**config.mk**
```make
export PLATFORM = sky130hd
export DESIGN_NAME = pdf_token_classifier
export DESIGN_NICKNAME = d
export VERILOG_FILES = /design/src/ptc_pkg.sv /design/src/ptc_lexer.sv /design/src/ptc_out_fifo.sv /design/src/pdf_token_classifier.sv
export SDC_FILE = /design/constraint.sdc
export NUM_CORES = 1
export LEC_CHECK = 0
export ABC_AREA = 1
export ABC_CLOCK_PERIOD_IN_PS = 8050
export BUFFER_PORTS_ARGS = -buffer_cell sky130_fd_sc_hd__buf_2
export CORE_AREA = 5 5 188 190
export CTS_BUF_LIST = sky130_fd_sc_hd__clkbuf_8
export DETAILED_ROUTE_END_ITERATION = 7
export DIE_AREA = 0 0 193 195
export PLACE_DENSITY = 0.79
export SLEW_MARGIN = 15
export SYNTH_ARGS = -nofsm -noshare
export SYNTH_HDL_FRONTEND = slang
export SYNTH_SLANG_ARGS = --single-unit
```
**constraint.sdc**
```tcl
create_clock -name clk -period 8.05 [get_ports clk]
set_clock_uncertainty 0.1 [all_clocks]
set_input_delay 1.61 -clock clk [delete_from_list [all_inputs] [get_ports clk]]
set_output_delay 1.61 -clock clk [all_outputs]
set_load 0.02 [all_outputs]
```
**src/ptc_pkg.sv**
```systemverilog
// Shared types, token class codes and byte constants for the PDF token classifier.
package ptc_pkg;

    localparam int MAX_TOKEN_LENGTH_DEFAULT = 4095;
    localparam int HEAD_DEPTH               = 8;
    localparam int FIFO_DEPTH               = 4;
    localparam int LEN_OUT_W                = 12;
    localparam int VALUE_W                  = 31;

    localparam logic [3:0] CLASS_ENDL       = 4'd0;
    localparam logic [3:0] CLASS_INT        = 4'd1;
    localparam logic [3:0] CLASS_NAME       = 4'd2;
    localparam logic [3:0] CLASS_VERSION    = 4'd3;
    localparam logic [3:0] CLASS_CHAR       = 4'd4;
    localparam logic [3:0] CLASS_XREF       = 4'd5;
    localparam logic [3:0] CLASS_TRAILER    = 4'd6;
    localparam logic [3:0] CLASS_OBJ        = 4'd7;
    localparam logic [3:0] CLASS_DICT_END   = 4'd8;
    localparam logic [3:0] CLASS_DICT_BEGIN = 4'd9;
    localparam logic [3:0] CLASS_STRING     = 4'd10;
    localparam logic [3:0] CLASS_INT_OVF    = 4'd11;

    localparam logic CMD_DATA  = 1'b0;
    localparam logic CMD_FLUSH = 1'b1;

    localparam logic [7:0] CH_TAB   = 8'd9;
    localparam logic [7:0] CH_LF    = 8'd10;
    localparam logic [7:0] CH_VT    = 8'd11;
    localparam logic [7:0] CH_FF    = 8'd12;
    localparam logic [7:0] CH_CR    = 8'd13;
    localparam logic [7:0] CH_SPACE = 8'd32;
    localparam logic [7:0] CH_SLASH = 8'h2F;
    localparam logic [7:0] CH_DOT   = 8'h2E;
    localparam logic [7:0] CH_ZERO  = 8'h30;
    localparam logic [7:0] CH_NINE  = 8'h39;

    typedef struct packed {
        logic [3:0]           token_class;
        logic [VALUE_W-1:0]   int_value;
        logic [3:0]           version_minor;
        logic [LEN_OUT_W-1:0] token_length;
        logic                 last_of_run;
    } result_t;

    typedef struct packed {
        logic [1:0] count;
        result_t    first;
        result_t    second;
    } push_t;

    function automatic logic is_digit(input logic [7:0] b);
        is_digit = (b >= CH_ZERO) && (b <= CH_NINE);
    endfunction

endpackage

```
**src/ptc_lexer.sv**
```systemverilog
// Request register, token state and single-pass token classification.
module ptc_lexer #(
    parameter int MAX_TOKEN_LENGTH = ptc_pkg::MAX_TOKEN_LENGTH_DEFAULT
) (
    input  logic          clk,
    input  logic          rst_n,
    input  logic          in_valid,
    output logic          in_ready,
    input  logic          cmd,
    input  logic [7:0]    data_byte,
    input  logic          space_ok,
    output ptc_pkg::push_t push
);
    import ptc_pkg::*;

    localparam int LEN_W = $clog2(MAX_TOKEN_LENGTH + 1);
    localparam logic [LEN_W-1:0] LEN_MAX = LEN_W'(MAX_TOKEN_LENGTH);

    logic                 req_valid_reg;
    logic                 cmd_reg;
    logic [7:0]           byte_reg;

    logic                 in_token_reg,   in_token_next;
    logic                 all_digits_reg, all_digits_next;
    logic [LEN_W-1:0]     length_reg,     length_next;
    logic [VALUE_W-1:0]   acc_reg,        acc_next;
    logic                 ovf_reg,        ovf_next;
    logic [7:0]           head_reg [HEAD_DEPTH];

    logic                 proc;
    logic                 is_nl;
    logic                 is_ws;
    logic                 is_data;
    logic [VALUE_W+3:0]   prod;
    logic [16:0]          len_ext;
    logic                 ver_ok;
    result_t              tok;
    result_t              endl;

    assign proc     = req_valid_reg && space_ok;
    assign in_ready = !req_valid_reg || space_ok;

    // request register
    always_ff @(posedge clk or negedge rst_n)
    begin
        if (!rst_n)
        begin
            req_valid_reg <= 1'b0;
        end
        else if (in_ready)
        begin
            req_valid_reg <= in_valid;
        end
    end

    always_ff @(posedge clk)
    begin
        if (in_valid && in_ready)
        begin
            cmd_reg  <= cmd;
            byte_reg <= data_byte;
        end
    end

    assign is_nl   = (cmd_reg == CMD_DATA) && (byte_reg == CH_LF);
    assign is_ws   = (byte_reg == CH_TAB) || (byte_reg == CH_LF) || (byte_reg == CH_VT) ||
                     (byte_reg == CH_FF) || (byte_reg == CH_CR) || (byte_reg == CH_SPACE);
    assign is_data = (cmd_reg == CMD_DATA) && !is_ws;

    // acc * 10 + digit
    assign prod = ({4'b0, acc_reg} << 3) + ({4'b0, acc_reg} << 1)
                + (VALUE_W+4)'(byte_reg - CH_ZERO);

    assign len_ext = 17'(length_reg);
    assign ver_ok  = (length_reg >= LEN_W'(6)) && (head_reg[0] == "%") &&
                     (head_reg[1] == "P") && (head_reg[2] == "D") && (head_reg[3] == "F") &&
                     (head_reg[4] == "-") && is_digit(head_reg[5]);

    // classification of the pending token
    always_comb
    begin
        tok = '0;
        tok.token_length = (len_ext > 17'd4095) ? 12'hFFF : len_ext[LEN_OUT_W-1:0];
        if (all_digits_reg)
        begin
            if (ovf_reg)
            begin
                tok.token_class = CLASS_INT_OVF;
            end
            else
            begin
                tok.token_class = CLASS_INT;
                tok.int_value   = acc_reg;
            end
        end
        else if (head_reg[0] == CH_SLASH)
        begin
            tok.token_class = CLASS_NAME;
        end
        else if (ver_ok)
        begin
            tok.token_class = CLASS_VERSION;
            tok.int_value   = VALUE_W'(head_reg[5] - CH_ZERO);
            if ((length_reg >= LEN_W'(8)) && (head_reg[6] == CH_DOT) && is_digit(head_reg[7]))
            begin
                tok.version_minor = 4'(head_reg[7] - CH_ZERO);
            end
        end
        else if (length_reg == LEN_W'(1))
        begin
            tok.token_class = CLASS_CHAR;
        end
        else if ((length_reg == LEN_W'(4)) && (head_reg[0] == "x") && (head_reg[1] == "r") &&
                 (head_reg[2] == "e") && (head_reg[3] == "f"))
        begin
            tok.token_class = CLASS_XREF;
        end
        else if ((length_reg == LEN_W'(7)) && (head_reg[0] == "t") && (head_reg[1] == "r") &&
                 (head_reg[2] == "a") && (head_reg[3] == "i") && (head_reg[4] == "l") &&
                 (head_reg[5] == "e") && (head_reg[6] == "r"))
        begin
            tok.token_class = CLASS_TRAILER;
        end
        else if ((length_reg == LEN_W'(3)) && (head_reg[0] == "o") && (head_reg[1] == "b") &&
                 (head_reg[2] == "j"))
        begin
            tok.token_class = CLASS_OBJ;
        end
        else if ((length_reg == LEN_W'(2)) && (head_reg[0] == ">") && (head_reg[1] == ">"))
        begin
            tok.token_class = CLASS_DICT_END;
        end
        else if ((length_reg == LEN_W'(2)) && (head_reg[0] == "<") && (head_reg[1] == "<"))
        begin
            tok.token_class = CLASS_DICT_BEGIN;
        end
        else
        begin
            tok.token_class = CLASS_STRING;
        end
    end

    // results and next token state
    always_comb
    begin
        endl             = '0;
        endl.token_class = CLASS_ENDL;

        push            = '0;
        in_token_next   = in_token_reg;
        all_digits_next = all_digits_reg;
        length_next     = length_reg;
        acc_next        = acc_reg;
        ovf_next        = ovf_reg;

        if (proc)
        begin
            if (is_data)
            begin
                in_token_next = 1'b1;
                if (length_reg < LEN_MAX)
                begin
                    length_next = length_reg + LEN_W'(1);
                end
                if (!is_digit(byte_reg))
                begin
                    all_digits_next = 1'b0;
                end
                else if (all_digits_reg && !ovf_reg)
                begin
                    if (prod[VALUE_W+3:VALUE_W] != 4'd0)
                    begin
                        ovf_next = 1'b1;
                    end
                    else
                    begin
                        acc_next = prod[VALUE_W-1:0];
                    end
                end
            end
            else
            begin
                in_token_next   = 1'b0;
                all_digits_next = 1'b1;
                length_next     = '0;
                acc_next        = '0;
                ovf_next        = 1'b0;
                if (is_nl)
                begin
                    push.count              = in_token_reg ? 2'd2 : 2'd1;
                    push.first              = endl;
                    push.first.last_of_run  = !in_token_reg;
                    push.second             = tok;
                    push.second.last_of_run = 1'b1;
                end
                else if (in_token_reg)
                begin
                    push.count             = 2'd1;
                    push.first             = tok;
                    push.first.last_of_run = 1'b1;
                end
            end
        end
    end

    always_ff @(posedge clk or negedge rst_n)
    begin
        if (!rst_n)
        begin
            in_token_reg   <= 1'b0;
            all_digits_reg <= 1'b1;
            length_reg     <= '0;
            acc_reg        <= '0;
            ovf_reg        <= 1'b0;
        end
        else
        begin
            in_token_reg   <= in_token_next;
            all_digits_reg <= all_digits_next;
            length_reg     <= length_next;
            acc_reg        <= acc_next;
            ovf_reg        <= ovf_next;
        end
    end

    // first bytes of the token
    always_ff @(posedge clk)
    begin
        if (proc && is_data && (length_reg < LEN_W'(HEAD_DEPTH)))
        begin
            head_reg[length_reg[2:0]] <= byte_reg;
        end
    end

endmodule

```
**src/ptc_out_fifo.sv**
```systemverilog
// Result queue taking up to two results per cycle and issuing one per cycle while out_ready is high.
module ptc_out_fifo (
    input  logic             clk,
    input  logic             rst_n,
    input  ptc_pkg::push_t   push,
    output logic             space_ok,
    output logic             out_valid,
    input  logic             out_ready,
    output ptc_pkg::result_t head
);
    import ptc_pkg::*;

    localparam int PTR_W = $clog2(FIFO_DEPTH);
    localparam int CNT_W = $clog2(FIFO_DEPTH + 1);

    result_t          mem_reg [FIFO_DEPTH];
    logic [PTR_W-1:0] wr_ptr_reg, wr_ptr_next;
    logic [PTR_W-1:0] rd_ptr_reg, rd_ptr_next;
    logic [CNT_W-1:0] count_reg,  count_next;
    logic             pop;

    assign out_valid = (count_reg != '0);
    assign pop       = out_valid && out_ready;
    assign space_ok  = (count_reg <= CNT_W'(FIFO_DEPTH - 2));
    assign head      = mem_reg[rd_ptr_reg];

    always_comb
    begin
        wr_ptr_next = wr_ptr_reg + PTR_W'(push.count);
        rd_ptr_next = rd_ptr_reg + PTR_W'(pop);
        count_next  = count_reg + CNT_W'(push.count) - CNT_W'(pop);
    end

    always_ff @(posedge clk or negedge rst_n)
    begin
        if (!rst_n)
        begin
            wr_ptr_reg <= '0;
            rd_ptr_reg <= '0;
            count_reg  <= '0;
        end
        else
        begin
            wr_ptr_reg <= wr_ptr_next;
            rd_ptr_reg <= rd_ptr_next;
            count_reg  <= count_next;
        end
    end

    always_ff @(posedge clk)
    begin
        if (push.count != 2'd0)
        begin
            mem_reg[wr_ptr_reg] <= push.first;
        end
        if (push.count == 2'd2)
        begin
            mem_reg[wr_ptr_reg + PTR_W'(1)] <= push.second;
        end
    end

endmodule

```
**src/pdf_token_classifier.sv**
```systemverilog
// PDF token classifier: top level joining the lexer and the result queue.
// An accepted request is held in the lexer's request register, and its results in the result queue.
// Throughput: one request per cycle while each gives at most one result and out_ready stays
// high; results leave at one per cycle then, so a newline ending a token costs one extra output slot.
// The lexer processes a request only while the four-entry result queue has at least two free entries.
// Reset clears the token state and empties the queue; the head-byte store is not cleared.
module pdf_token_classifier #(
    parameter int MAX_TOKEN_LENGTH = ptc_pkg::MAX_TOKEN_LENGTH_DEFAULT
) (
    input  logic        clk,
    input  logic        rst_n,
    input  logic        in_valid,
    output logic        in_ready,
    input  logic        cmd,
    input  logic [7:0]  data_byte,
    output logic        out_valid,
    input  logic        out_ready,
    output logic [3:0]  token_class,
    output logic [30:0] int_value,
    output logic [3:0]  version_minor,
    output logic [11:0] token_length,
    output logic        last_of_run
);
    import ptc_pkg::*;

    push_t   push;
    logic    space_ok;
    result_t head;

    ptc_lexer #(
        .MAX_TOKEN_LENGTH(MAX_TOKEN_LENGTH)
    ) u_lexer (
        .clk       (clk),
        .rst_n     (rst_n),
        .in_valid  (in_valid),
        .in_ready  (in_ready),
        .cmd       (cmd),
        .data_byte (data_byte),
        .space_ok  (space_ok),
        .push      (push)
    );

    ptc_out_fifo u_out_fifo (
        .clk       (clk),
        .rst_n     (rst_n),
        .push      (push),
        .space_ok  (space_ok),
        .out_valid (out_valid),
        .out_ready (out_ready),
        .head      (head)
    );

    assign token_class   = head.token_class;
    assign int_value     = head.int_value;
    assign version_minor = head.version_minor;
    assign token_length  = head.token_length;
    assign last_of_run   = head.last_of_run;

endmodule

```
==> qor.csv <==
stage;metric;value;unit
global_routing;antenna_found_initial;2;
synthesis;synth_edf_count;281;
global_routing;grt_pass1_wl;71000;um
job;drv_cap;0;
worst_setup_path;path_cells;ha_1, nor2_2, buf_4, fa_1, ha_1, nand2_1, nor2_1, and3_1, nand2_1, nand2_1, nand2_1, nand2_1, nand2_1, nand2_1, nor2_1, nand3_1, buf_4, nand2_1, nand2_1, nand2_1;
cells_and_area;nets;2178;
sta;setup_viol;0;
clocking;cts_buffers;53;
cells_and_area;largest_register_ffs;208;
power_and_ir_drop;leakagePower;9.15;nW
floorplanning;core.rowCount;67;
clocking;clock-root-buffer;clkbuf_8;
synthesis;syn_avg_cell_area;8.95;um2
worst_setup_path;critical_path_class;reg2reg;
worst_setup_path;crit_fanout;32;
worst_setup_path;worst-path-buf-inv;2;
detailed_routing;wire_per_inst;17.1;um
synthesis;async_flop_share;0.161;
detailed_routing;drc;0;
synthesis;seq_area_frac_synth;0.542;
placement;dp_cells;2476;
clocking;cts.sinks;335;
synthesis;netlist_area;18000;um2
global_routing;grtUsageTotal;0.235;
placement;gp_congestion;0.913;
detailed_routing;postRouteAntennaNets;0;
floorplanning;io_pins;67;
sta;slew_headroom;0.240;
floorplanning;core_area;33300;um2
hold_path;hp-class;reg2reg;
detailed_routing;dr_total_vias;14100;
sta;tightest_slew;1.14;ns
worst_setup_path;max_stage_delay;0.56;ns
clocking;cts_tree;built;
clocking;clk_pin_slew;0.06;ns
synthesis;synth.largest_area_cell;edfxtp_1;
clocking;cts_resized;0;
status;status;completed;
placement;hpwl;29800;um
worst_setup_path;crit_arrival;5.20;ns
cells_and_area;layout.cells.non_filler;2576;
sta;fin_crit;4.85;ns
worst_setup_path;r2r_slack;3.20;ns
clocking;clk_path_buf_depth;3;
worst_setup_path;cp_common_cell;nand2_1;
worst_setup_path;crit_required;8.40;ns
synthesis;yosysWarnings;0;
global_routing;grt_pass1_vias;13600;
sta;hold_viol;0;
worst_setup_path;start_kind;flop;
sta;rsz0062_at_grt;no;
sta;whs;0.397;ns
sta;tns;0;ns
detailed_routing;firstDrtPassIters;8;
sta;slew_viol_final;0;
synthesis;synth_most_common_cell;nand2_1;
synthesis;synth_seq_cells;335;
global_routing;grt_max_degree;107;
synthesis;synthCells;2017;
clocking;ctsHoldBuffers;0;
sta;fmax;0.206;GHz
cells_and_area;drive_above_1_share;0.0874;
floorplanning;die-area;37600;um2
synthesis;ys_types;42;
power_and_ir_drop;total_power;0.00689;W
floorplanning;start_util;0.542;
synthesis;synth_ff_type;edfxtp_1;
detailed_routing;drtIter0Drc;1824;
cells_and_area;area_growth;9.84;%
clocking;h-tree-depth;2;
floorplanning;die-height;195;um
floorplanning;fp.dieW;193;um
power_and_ir_drop;power_density;348;nW/um2
clocking;clk_latency;0.59;ns
worst_setup_path;critical_path.top_delay_family;simple AND/OR/NAND/NOR gates;
synthesis;synth_area_leaders;edfxtp_1, nand2_1, dfrtp_1;
synthesis;synth_common_cells;nand2_1, nor2_1, inv_1, edfxtp_1, o21ai_0;
cells_and_area;diodes;0;
power_and_ir_drop;vdd_drop_max;0.179;mV
sta;period_share;0.603;
placement;placement.io_buffers;66;
detailed_routing;drt-total-wl;44000;um
detailed_routing;vias_per_cell;5.45;
synthesis;synth_fp_nets;2112;
clocking;postCtsSetupBuffers;0;
global_routing;overflow;0;
worst_setup_path;worstSetupEndpointType;flop;
worst_setup_path;crit_path_top_delay_cell;edfxtp_1;
synthesis;synth_top_area_share;0.468;
## placed cells by master (no fill, tap or decap), types with 2 or more instances in the layout
cell type,netlist,layout
a21oi_1,45,45
buf_2,12,66
buf_4,0,15
bufinv_16,0,2
clkbuf_8,0,59
clkinv_1,3,18
clkinv_2,1,5
clkinvlp_4,0,3
dfrtp_1,53,52
edfxtp_1,281,281
fa_1,31,31
ha_1,51,51
inv_1,285,299
inv_2,7,9
nand2_1,480,480
nand2_4,3,3
nand3_1,78,78
nand3b_1,5,5
nand4_1,23,23
nor2_1,312,311
nor2_2,1,2
nor2_4,5,5
nor3_1,31,27
nor3_2,0,4
nor3b_1,6,6
nor4_1,6,6
o21a_1,3,3
o21ai_0,134,134
o21ai_2,4,2
o21ai_4,1,3
o21bai_1,7,7
o22ai_1,60,56
o22ai_4,0,4
o31ai_1,2,2
or2_1,2,2
xnor2_1,10,10
xor2_1,9,9
## stage by stage
stage | util | worst slack [ns] | cell area (um2)
final | 0.596 | 3.20 | 19800
after global placement | 0.564 | 3.44 | 18800
after detailed placement | 0.564 | 3.30 | 18800
after global routing | 0.596 | 2.81 | 19800
after CTS | 0.595 | 3.22 | 19800
after floorplan | - | 3.17 | 18000
## routing by layer
layer	vias to the layer above	track usage	share of wire
met3	63	0.0414	0.087
met4	4	0.0619	0.019
met2	610	0.371	0.47
met5	-	0	0.00066
met1	6644	0.341	0.43
li1	6730	-	-
## area by class of cell
class | count | area [um2]
fillers | 2825 | 13500
flip-flops and latches | 335 | 9790
multi-input cells | 1316 | 6870
inverters | 296 | 1110
clock buffers | 59 | 812
well taps | 448 | 561
repair buffers | 81 | 443
clock inverters | 41 | 235
## logic make-up after synthesis
group | share of synthesized area
flops | 0.542
compound gates | 0.0799
simple gates | 0.217
xor+xnor | 0.00922
buf+inv | 0.0820
fa+ha+maj | 0.0697
## power breakdown
part           leakage (nW)  internal (W)  total [W]  switching (W)
sequential             3.36       0.00214    0.00233       0.000189
combinational          5.20      0.000923    0.00317        0.00224
clock                 0.584      0.000740    0.00140       0.000664
total                  9.15       0.00380    0.00689        0.00309
## worst paths after layout
path | cells past startpoint | startpoint | end
worst min-delay path | 1 | u_lexer.length_reg[4] | u_lexer.length_reg[4]
max in group asynchronous | 2 | rst_n | u_lexer.acc_reg[28]
worst max register to register | 20 | u_lexer.byte_reg[4] | u_lexer.acc_reg[11]
worst max-delay path | 20 | u_lexer.byte_reg[4] | u_lexer.acc_reg[11]
worst min register to register | 1 | u_lexer.length_reg[4] | u_lexer.length_reg[4]
min in group asynchronous | 2 | rst_n | u_lexer.req_valid_reg
(Power assumes the default switching activity.)
